## src/hw/rtl/iom_pkg.sv

```systemverilog
// Shared operation codes, status codes and request/response types of the insertion-ordered map.
`default_nettype none
package iom_pkg;

   localparam logic [3:0] MODE_READ      = 4'd0;
   localparam logic [3:0] MODE_WRITE     = 4'd1;
   localparam logic [3:0] MODE_ERASE     = 4'd2;
   localparam logic [3:0] MODE_FRONT     = 4'd3;
   localparam logic [3:0] MODE_BACK      = 4'd4;
   localparam logic [3:0] MODE_POP_FRONT = 4'd5;
   localparam logic [3:0] MODE_POP_BACK  = 4'd6;
   localparam logic [3:0] MODE_MOVE_END  = 4'd7;
   localparam logic [3:0] MODE_COUNT     = 4'd8;
   localparam logic [3:0] MODE_SIZE      = 4'd9;

   localparam logic [1:0] STATUS_OK      = 2'd0;
   localparam logic [1:0] STATUS_EMPTY   = 2'd1;
   localparam logic [1:0] STATUS_MISSING = 2'd2;
   localparam logic [1:0] STATUS_FULL    = 2'd3;

   typedef struct packed {
      logic        [3:0]  mode;
      logic signed [31:0] key_in;
      logic signed [31:0] value_in;
   } req_type;

   typedef struct packed {
      logic signed [31:0] value_out;
      logic signed [31:0] key_out;
      logic               found;
      logic        [4:0]  entry_count;
      logic        [1:0]  status;
   } rsp_type;

endpackage
`default_nettype wire

```

## src/hw/rtl/iom_table.sv

```systemverilog
// Entry storage, key match, ordered linked list and combinational operation update.
`default_nettype none
module iom_table #(
   parameter int CAPACITY = 16
) (
   input  wire logic            clock,
   input  wire logic            reset,
   input  wire logic            op_en,
   input  wire iom_pkg::req_type req,
   output iom_pkg::rsp_type     rsp
);

   localparam int SLOT_W = $clog2(CAPACITY);
   localparam int IDX_W  = $clog2(CAPACITY + 1);
   localparam logic [IDX_W-1:0] NIL = IDX_W'(CAPACITY);

   logic [31:0]         entry_key_ff   [CAPACITY];
   logic [31:0]         entry_key_in   [CAPACITY];
   logic [31:0]         entry_value_ff [CAPACITY];
   logic [31:0]         entry_value_in [CAPACITY];
   logic [IDX_W-1:0]    next_link_ff   [CAPACITY];
   logic [IDX_W-1:0]    next_link_in   [CAPACITY];
   logic [IDX_W-1:0]    prev_link_ff   [CAPACITY];
   logic [IDX_W-1:0]    prev_link_in   [CAPACITY];
   logic [CAPACITY-1:0] entry_valid_ff;
   logic [CAPACITY-1:0] entry_valid_in;
   logic [IDX_W-1:0]    head_ff;
   logic [IDX_W-1:0]    head_in;
   logic [IDX_W-1:0]    tail_ff;
   logic [IDX_W-1:0]    tail_in;
   logic [IDX_W-1:0]    occ_ff;
   logic [IDX_W-1:0]    occ_in;
   logic [IDX_W+4:0]    occ_wide;

   logic [CAPACITY-1:0] hit;
   logic                present;
   logic [SLOT_W-1:0]   hit_slot;
   logic                free_ok;
   logic [SLOT_W-1:0]   free_slot;

   // parallel key compare; keys are unique, so an OR-encode gives the slot
   always_comb begin
      hit_slot  = '0;
      free_ok   = 1'b0;
      free_slot = '0;
      for (int i = 0; i < CAPACITY; i++) begin
         hit[i] = entry_valid_ff[i] && (entry_key_ff[i] == req.key_in);
         if (hit[i]) begin
            hit_slot = hit_slot | SLOT_W'(i);
         end
      end
      for (int i = CAPACITY - 1; i >= 0; i--) begin
         if (!entry_valid_ff[i]) begin
            free_ok   = 1'b1;
            free_slot = SLOT_W'(i);
         end
      end
   end

   assign present = |hit;

   always_comb begin
      logic [IDX_W-1:0]  end_idx;
      logic              end_ok;
      logic [SLOT_W-1:0] end_slot;
      logic              do_unlink;
      logic [SLOT_W-1:0] unlink_slot;
      logic              do_append;
      logic [SLOT_W-1:0] append_slot;
      logic [31:0]       append_value;
      logic              do_update;
      logic [IDX_W-1:0]  p;
      logic [IDX_W-1:0]  n;

      entry_key_in   = entry_key_ff;
      entry_value_in = entry_value_ff;
      next_link_in   = next_link_ff;
      prev_link_in   = prev_link_ff;
      entry_valid_in = entry_valid_ff;
      head_in        = head_ff;
      tail_in        = tail_ff;
      occ_in         = occ_ff;

      rsp.value_out   = '0;
      rsp.key_out     = req.key_in;
      rsp.found       = 1'b0;
      rsp.status      = iom_pkg::STATUS_OK;

      do_unlink    = 1'b0;
      unlink_slot  = hit_slot;
      do_append    = 1'b0;
      append_slot  = free_slot;
      append_value = '0;
      do_update    = 1'b0;

      end_idx  = ((req.mode == iom_pkg::MODE_FRONT) || (req.mode == iom_pkg::MODE_POP_FRONT))
                 ? head_ff : tail_ff;
      end_slot = end_idx[SLOT_W-1:0];
      end_ok   = (occ_ff != '0) && (end_idx < NIL) && entry_valid_ff[end_slot];

      case (req.mode)
         iom_pkg::MODE_READ, iom_pkg::MODE_WRITE, iom_pkg::MODE_MOVE_END: begin
            rsp.found = present;
            if (present) begin
               if (req.mode == iom_pkg::MODE_READ) begin
                  rsp.value_out = entry_value_ff[hit_slot];
               end else if (req.mode == iom_pkg::MODE_WRITE) begin
                  do_update = 1'b1;
               end else begin
                  do_unlink    = 1'b1;
                  do_append    = 1'b1;
                  append_slot  = hit_slot;
                  append_value = entry_value_ff[hit_slot];
               end
            end else if (free_ok) begin
               do_append    = 1'b1;
               append_value = (req.mode == iom_pkg::MODE_WRITE) ? req.value_in : '0;
            end else begin
               rsp.status = iom_pkg::STATUS_FULL;
            end
         end
         iom_pkg::MODE_ERASE: begin
            rsp.found = present;
            if (present) begin
               do_unlink = 1'b1;
            end else begin
               rsp.status = iom_pkg::STATUS_MISSING;
            end
         end
         iom_pkg::MODE_FRONT, iom_pkg::MODE_BACK,
         iom_pkg::MODE_POP_FRONT, iom_pkg::MODE_POP_BACK: begin
            if (!end_ok) begin
               rsp.status = iom_pkg::STATUS_EMPTY;
            end else begin
               rsp.value_out = entry_value_ff[end_slot];
               if ((req.mode == iom_pkg::MODE_POP_FRONT) ||
                   (req.mode == iom_pkg::MODE_POP_BACK)) begin
                  rsp.key_out = entry_key_ff[end_slot];
                  do_unlink   = 1'b1;
                  unlink_slot = end_slot;
               end
            end
         end
         iom_pkg::MODE_COUNT: begin
            rsp.found = present;
         end
         default: begin
         end
      endcase

      if (do_update) begin
         entry_value_in[hit_slot] = req.value_in;
      end

      p = prev_link_ff[unlink_slot];
      n = next_link_ff[unlink_slot];
      if (do_unlink) begin
         if (p < NIL) begin
            next_link_in[p[SLOT_W-1:0]] = n;
         end else begin
            head_in = n;
         end
         if (n < NIL) begin
            prev_link_in[n[SLOT_W-1:0]] = p;
         end else begin
            tail_in = p;
         end
         entry_valid_in[unlink_slot] = 1'b0;
         if (occ_in != '0) begin
            occ_in = occ_in - 1'b1;
         end
      end

      if (do_append) begin
         entry_key_in[append_slot]   = req.key_in;
         entry_value_in[append_slot] = append_value;
         entry_valid_in[append_slot] = 1'b1;
         prev_link_in[append_slot]   = tail_in;
         next_link_in[append_slot]   = NIL;
         if (tail_in < NIL) begin
            next_link_in[tail_in[SLOT_W-1:0]] = IDX_W'(append_slot);
         end else begin
            head_in = IDX_W'(append_slot);
         end
         tail_in = IDX_W'(append_slot);
         occ_in  = occ_in + 1'b1;
      end

      occ_wide        = {5'b0, occ_in};
      rsp.entry_count = occ_wide[4:0];
   end

   always_ff @(posedge clock) begin
      if (reset) begin
         entry_valid_ff <= '0;
         head_ff        <= NIL;
         tail_ff        <= NIL;
         occ_ff         <= '0;
      end else if (op_en) begin
         entry_valid_ff <= entry_valid_in;
         head_ff        <= head_in;
         tail_ff        <= tail_in;
         occ_ff         <= occ_in;
      end
   end

   always_ff @(posedge clock) begin
      if (op_en) begin
         entry_key_ff   <= entry_key_in;
         entry_value_ff <= entry_value_in;
         next_link_ff   <= next_link_in;
         prev_link_ff   <= prev_link_in;
      end
   end

endmodule
`default_nettype wire

```

## src/hw/rtl/insertion_ordered_map.sv

```systemverilog
// Top level of the insertion-ordered map: request register, table and response register.
//
// A bounded key/value table that keeps its entries in insertion order. One request
// enters per clock cycle unless the response is stalled, and its response passes
// through the request register and then the response register: the request is
// held in an input register, the whole operation (parallel key compare over all
// slots, lowest-free-slot pick, linked-list relink) is combinational, and the
// table state and the response register load at the same edge, so a request in the
// next cycle already sees its effect. The rate is one request per cycle; throughput
// drops only while rsp_tready is low; no clearing pass runs after reset.
`default_nettype none
module insertion_ordered_map #(
   parameter int CAPACITY = 16
) (
   input  wire logic        clock,
   input  wire logic        reset,
   input  wire logic        req_tvalid,
   output logic             req_tready,
   input  wire logic [63:0] req_tdata,   // key_in[31:0], value_in[63:32]
   input  wire logic [3:0]  req_tuser,   // mode[3:0]
   output logic             rsp_tvalid,
   input  wire logic        rsp_tready,
   output logic [71:0]      rsp_tdata,   // value_out[31:0], key_out[63:32],
                                         // entry_count[68:64], zero[71:69]
   output logic [2:0]       rsp_tuser    // found[0], status[2:1]
);

   iom_pkg::req_type req_ff;
   iom_pkg::rsp_type rsp_ff;
   iom_pkg::rsp_type rsp_in;
   logic             req_valid_ff;
   logic             rsp_valid_ff;
   logic             advance;

   assign advance    = req_valid_ff && (!rsp_valid_ff || rsp_tready);
   assign req_tready = !req_valid_ff || advance;

   iom_table #(
      .CAPACITY(CAPACITY)
   ) u_table (
      .clock (clock),
      .reset (reset),
      .op_en (advance),
      .req   (req_ff),
      .rsp   (rsp_in)
   );

   always_ff @(posedge clock) begin
      if (reset) begin
         req_valid_ff <= 1'b0;
         rsp_valid_ff <= 1'b0;
      end else begin
         if (req_tready) begin
            req_valid_ff <= req_tvalid;
         end
         if (advance) begin
            rsp_valid_ff <= 1'b1;
         end else if (rsp_tready) begin
            rsp_valid_ff <= 1'b0;
         end
      end
   end

   always_ff @(posedge clock) begin
      if (req_tready && req_tvalid) begin
         req_ff.mode     <= req_tuser;
         req_ff.key_in   <= req_tdata[31:0];
         req_ff.value_in <= req_tdata[63:32];
      end
      if (advance) begin
         rsp_ff <= rsp_in;
      end
   end

   assign rsp_tvalid = rsp_valid_ff;
   assign rsp_tdata  = {3'b000, rsp_ff.entry_count, rsp_ff.key_out, rsp_ff.value_out};
   assign rsp_tuser  = {rsp_ff.status, rsp_ff.found};

endmodule
`default_nettype wire
```

## config.mk

```make
export PLATFORM = sky130hd
export DESIGN_NAME = insertion_ordered_map
export DESIGN_NICKNAME = d
export VERILOG_FILES = /design/src/hw/rtl/iom_pkg.sv /design/src/hw/rtl/iom_table.sv /design/src/hw/rtl/insertion_ordered_map.sv
export SDC_FILE = /design/constraint.sdc
export NUM_CORES = 2
export LEC_CHECK = 0
export ABC_AREA = 0
export BUFFER_PORTS_ARGS = -buffer_cell sky130_fd_sc_hd__buf_2
export CORE_AREA = 3 3 429 388
export CTS_CLUSTER_SIZE = 40
export DETAILED_ROUTE_END_ITERATION = 8
export DIE_AREA = 0 0 432 391
export HOLD_SLACK_MARGIN = 0.15
export PLACE_DENSITY = 0.68
export SLEW_MARGIN = 20
export SYNTH_ARGS = -nofsm -noshare
export SYNTH_HDL_FRONTEND = slang
export SYNTH_HIERARCHICAL = 1
export SYNTH_SLANG_ARGS = --single-unit
```

## constraint.sdc

```tcl
create_clock -name clock -period 14.9 [get_ports clock]
set_input_delay 1.49 -clock clock [delete_from_list [all_inputs] [get_ports clock]]
set_output_delay 1.49 -clock clock [all_outputs]
set_load 0.02 [all_outputs]
```

# Word level (Yosys, flattened, before mapping)
# Index checks and enable logic that the tools add are counted.
word_totals:
  register_bits: 1357
  input_bits: 72
  out_inout_bits: 77
  elab_cells: 328
op_classes:
  add_sub_neg: 2
  n_lt_le_gt_ge: 21
  eq_ne: 24
  muxes: 149
  n_bitwise: 13
  reduce_logical: 41
op_table:
  columns: ["operator", "count"]
  rows:
  - ["$bwmux W512", 3]
  - ["$mux W512", 2]
  - ["$mux W32", 18]
  - ["$mux W80", 7]
  - ["$eq A32 B32 Y1", 16]
  - ["$bmux W32 S4", 3]
  - ["$bwmux W80", 4]
  - ["$demux W32 S4", 2]
  - ["$mux W4", 31]
  - ["$mux W5", 19]
  - ["$demux W5 S4", 4]
  - ["$and A64 B64 Y64", 1]
  - ["$mux W64", 1]
  - ["$not A64 Y64", 1]
  - ["$pmux W32 S2", 1]
  - ["$bmux W5 S4", 2]
  - ["$mux W1", 36]
  - ["$ge A5 B5 Y1 const B", 7]
  - ["$not A4 Y5", 7]
  - ["$mux W16", 2]
  - ["$or A16 B16 Y16", 2]
  - ["$logic_and A1 B1 Y1", 27]
  - ["$lt A5 B1 Y1 const B", 5]
  - ["$lt A5 B5 Y1 const B", 4]
  - ["26 further kinds", 45]

# Depth between registers and ports, before layout
depth:
  word_depth: 36
  mapped_depth: 22
  mapped_depth_nobuf: 15

# Hierarchy
# Netlist, hierarchy kept.
by_module_without_submodules:
  columns: ["module", "n_inst", "cells_per_inst", "area_each_um2", "seq_area_each_um2"]
  rows:
  - ["iom_table", 1, 7023, 76639.8, 36174.7]
  - ["insertion_ordered_map", 1, 154, 4334.2, 4244.1]

# Least setup slack after synthesis
# No wires, ideal clock.
synth_path:
  path_type: "input-to-reg"
  from: "input rsp_tready"
  to: "register u_table/entry_key_ff[100] (netlist bit) (enable)"
  setup_ns: 0.423
  arrival_time_ns: 12.547
  t_required_ns: 14.477
  setup_slack_ns: 1.931
  cell_stages: 6
  path_buffers: 2
  cell_sequence: "nand2b_1 -> and2_2 -> clkbuf_1 -> inv_1 -> clkbuf_1 -> nor2_1"
synth_between:
  elab_chain_cells: 3
synth_lines:
  columns: ["item", "line_no", "rtl"]
  rows:
  - ["start: declaration", "insertion_ordered_map.sv:22", "input wire logic rsp_tready,"]
  - ["$logic_or A1 B1 Y1", "insertion_ordered_map.sv:35", "assign advance = req_valid_ff && (!rsp_valid_ff || rsp_tready);"]
  - ["$logic_and A1 B1 Y1", "insertion_ordered_map.sv:35", null]
  - ["named net advance", "insertion_ordered_map.sv:33", "logic advance;"]
  - ["$reduce_and A2 Y1 (no line)", null, null]
  - ["end signal: assignment", "iom_table.sv:209", "entry_key_ff <= entry_key_in;"]
  - ["end: declaration", "iom_table.sv:17", "logic [31:0] entry_key_ff [CAPACITY];"]
# The timed path passes the listed nets, and every way through them passes these cells.
# A chain may end at the register's enable or synchronous reset.

==> flow_summary.ini <==
[outcome]
status = finished clean

[floorplanning]
die-area_um2 = 169000
die_h_um = 391
core_area_um2 = 162000
io_pins = 149
row_count = 140
die_w_um = 432
start_util_pct = 50.0

[global_route]
gr-total-overflow = 0
grt_pass1_vias = 60600
grt_max_degree = 176
antenna_found_initial = 12
grt_pass1_wl_um = 431000
grt_usage_pct = 34.8

[layout]
finish.instance_area_um2 = 87900
final_net_count = 7049
area_delta_synth_final_pct = 8.58
drive_gt1_share_pct = 15.1
final_util_pct = 54.3
nFillCells = 13600

[yosys]
ys_top_cells_by_count = edfxtp_1, nand2_1, a21oi_1, xor2_1, clkbuf_1
async_flop_share_pct = 0
yosysTopAreaCellShare_pct = 49.1
syn_inst = 7177
ys_seq_elements = 1357
synth_edf_count = 1324
syn_avg_cell_area_um2 = 11.3
ys.flop_type = edfxtp_1
synthTopCellsByArea = edfxtp_1, mux4_2, mux2i_1
synth.largest_area_cell = edfxtp_1
synth_area_um2 = 81000
ys_warn_count = 6
ys_types = 115
synth.most_common_cell = edfxtp_1
synth-seq-area-share_pct = 49.9

[sta]
tightest_slew_ns = 1.32
finalCritPeriodShare_pct = 58.4
maxSlewViolCount = 0
setup_viol = 0
rsz0062_at_grt = no
skew_ns = 0.0451
relSlewSlack_pct = 12.0
fmax_mhz = 115
fin_tns_setup_ns = 0
final_hold_viol_count = 0
timing.final.crit_period_ns = 8.70

[placement]
dp_hpwl_um = 180000
place_area_um2 = 83100
io_buffers = 145
gp_congestion = 1.04

[clocking]
cts_root_buf = clkbuf_16
cts.sinks = 1357
cts_max_level = 4
clkTransAtPathRegs_ns = 0.06
cts_setup_buffers = 0
clk_latency_ns = 0.83
ctsHoldBuffers = 0
cts.repair.resized = 0
cts_buffer_depth = 3
cts_tree = yes
cts_made_buffers = 150

[critical_path]
end_kind = register
cp-start-kind = register
arrival_ns = 9.25
cp_cell_sequence = nand2b_1, nor2_4, mux2i_4, buf_4, nand2_1, o22ai_4, or2_2, buf_4, mux2i_1, o31ai_1, o2111a_2, nand2_1, mux2i_1, nand4_1, o311a_1
crit_fanout = 60
worstSetupPathType = register to register
slowest_delay_ns = 1.00
crit_path_top_delay_cell = buf_4
crit_required_ns = 15.45

[route]
wire_per_inst_um = 32.7
routed_via_density = 7.04
drt_wl_total_um = 302000
first_pass_iters = 9
vias = 65000
drtAntennaViolNets = 0
drtIter0Drc = 11000
route.detailed.drc = 0

[power]
p_int_mw = 6.51
power_frac_clock_pct = 42.8
power_frac_comb_pct = 7.2
p_total_mw = 8.67
pwr-share-seq_pct = 49.9
power.switching_mw = 2.16
power_density_nw_per_um2 = 98.6
power.leakage_nw = 26.7
vdd_drop_max_mv = 0.103
swShare_pct = 24.9

[hold_path]
hp-class = register to register

[flow_run]
drv_cap = 0
==> power groups by stage <==
| stage | registers (mW) | clock network, mW | logic [mW] |
|---|---|---|---|
| 2_1_floorplan | 4.42 | 0 | 0.392 |
| 4_1_cts | 4.33 | 3.75 | 0.610 |
| 6_report | 4.33 | 3.71 | 0.628 |
| 3_5_place_dp | 4.41 | 0 | 0.608 |
| 5_1_grt | 4.33 | 3.90 | 0.655 |
| 3_3_place_gp | 4.41 | 0 | 0.604 |
==> layout make-up <==
cell class                      instances  area (um^2)  area share, %
Multi-Input combinational cell       5107        37800           43.0
Inverter                               44          165          0.188
Tap cell                             2130         2670           3.03
Clock buffer                          188         4020           4.57
Sequential cell                      1357        40400           46.0
Timing Repair Buffer                  315         2090           2.38
Antenna cell                            2         5.00        0.00569
Clock inverter                         86          782          0.889
==> path summary, 6_finish.rpt <==
kind	to	cells after the start	startpoint	slack (ns)
worst min register to register	u_table/head_ff[4]$_SDFFE_PP1P_	1	u_table/head_ff[4]$_SDFFE_PP1P_	0.50
worst max register to register	u_table/next_link_ff[16]$_DFFE_PP_	15	req_ff[67]$_DFFE_PP_	6.20
worst max-delay path	u_table/next_link_ff[16]$_DFFE_PP_	15	req_ff[67]$_DFFE_PP_	6.20
worst min-delay path	u_table/head_ff[4]$_SDFFE_PP1P_	1	u_table/head_ff[4]$_SDFFE_PP1P_	0.50
==> sequential cells by signal (all words and copies together) (netlist names) <==
name                    cells
u_table/entry_value_ff    512
rsp_tvalid                  1
rsp_tdata                  69
u_table/head_ff             5
rsp_tuser                   3
u_table/next_link_ff       80
req_valid_ff                1
u_table/prev_link_ff       80
u_table/entry_key_ff      512
req_ff                     68
u_table/occ_ff              5
u_table/entry_valid_ff     16
u_table/tail_ff             5
==> logic make-up (layout without fill, tap and decap cells) <==
group           Yosys count  after routing  synth area share (%)
simple gates           2142           2142                  13.5
compound gates         1649           1649                  13.0
flops                  1357           1357                  49.9
mux                     790            790                  14.0
buf+inv                 715            633                  3.93
xor+xnor                521            521                  5.69
fa+ha+maj                 2              2                0.0309
other cells               1              5               0.00463
==> cell usage in the layout (no fill, tap or decap), drive strengths merged, types with 256 or more instances in the layout <==
cell,n
edfxtp,1324
buf,315
mux2i,385
xor2,411
nor2b,333
nand3,306
o21ai,361
a21oi,502
a211oi,368
nand2,838
mux4,256
==> metal layers <==
metal	up-vias	track usage (%)	wire length (um)
li1	27000	-	-
met5	-	0	138
met1	31900	48.8	115000
met2	5055	50.9	129000
met4	20	15.4	15800
met3	930	9.02	42300
==> stage by stage <==
stage / setup WS [ns] / hold WS [ns] / std cells
floorplan: 1.93 / 0.455 / 7179
global placement: 6.78 / 0.476 / 8953
detailed placement: 6.47 / 0.477 / 8953
CTS: 6.44 / 0.497 / 9227
global route: 6.00 / 0.533 / 9227
finish: 6.20 / 0.500 / 9229
==> worst max-delay path, delay by kind of cell, from the launching register on <==
family | cells | cell delay (ns)
AND/OR/NAND/NOR | 6 | 2.67
buffers and inverters | 2 | 1.56
AO/OA/AOI/OAI | 4 | 1.81
flip-flops | 1 | 0.58
multiplexers | 3 | 1.75
No activity file was read; power rests on OpenSTA's default activity.
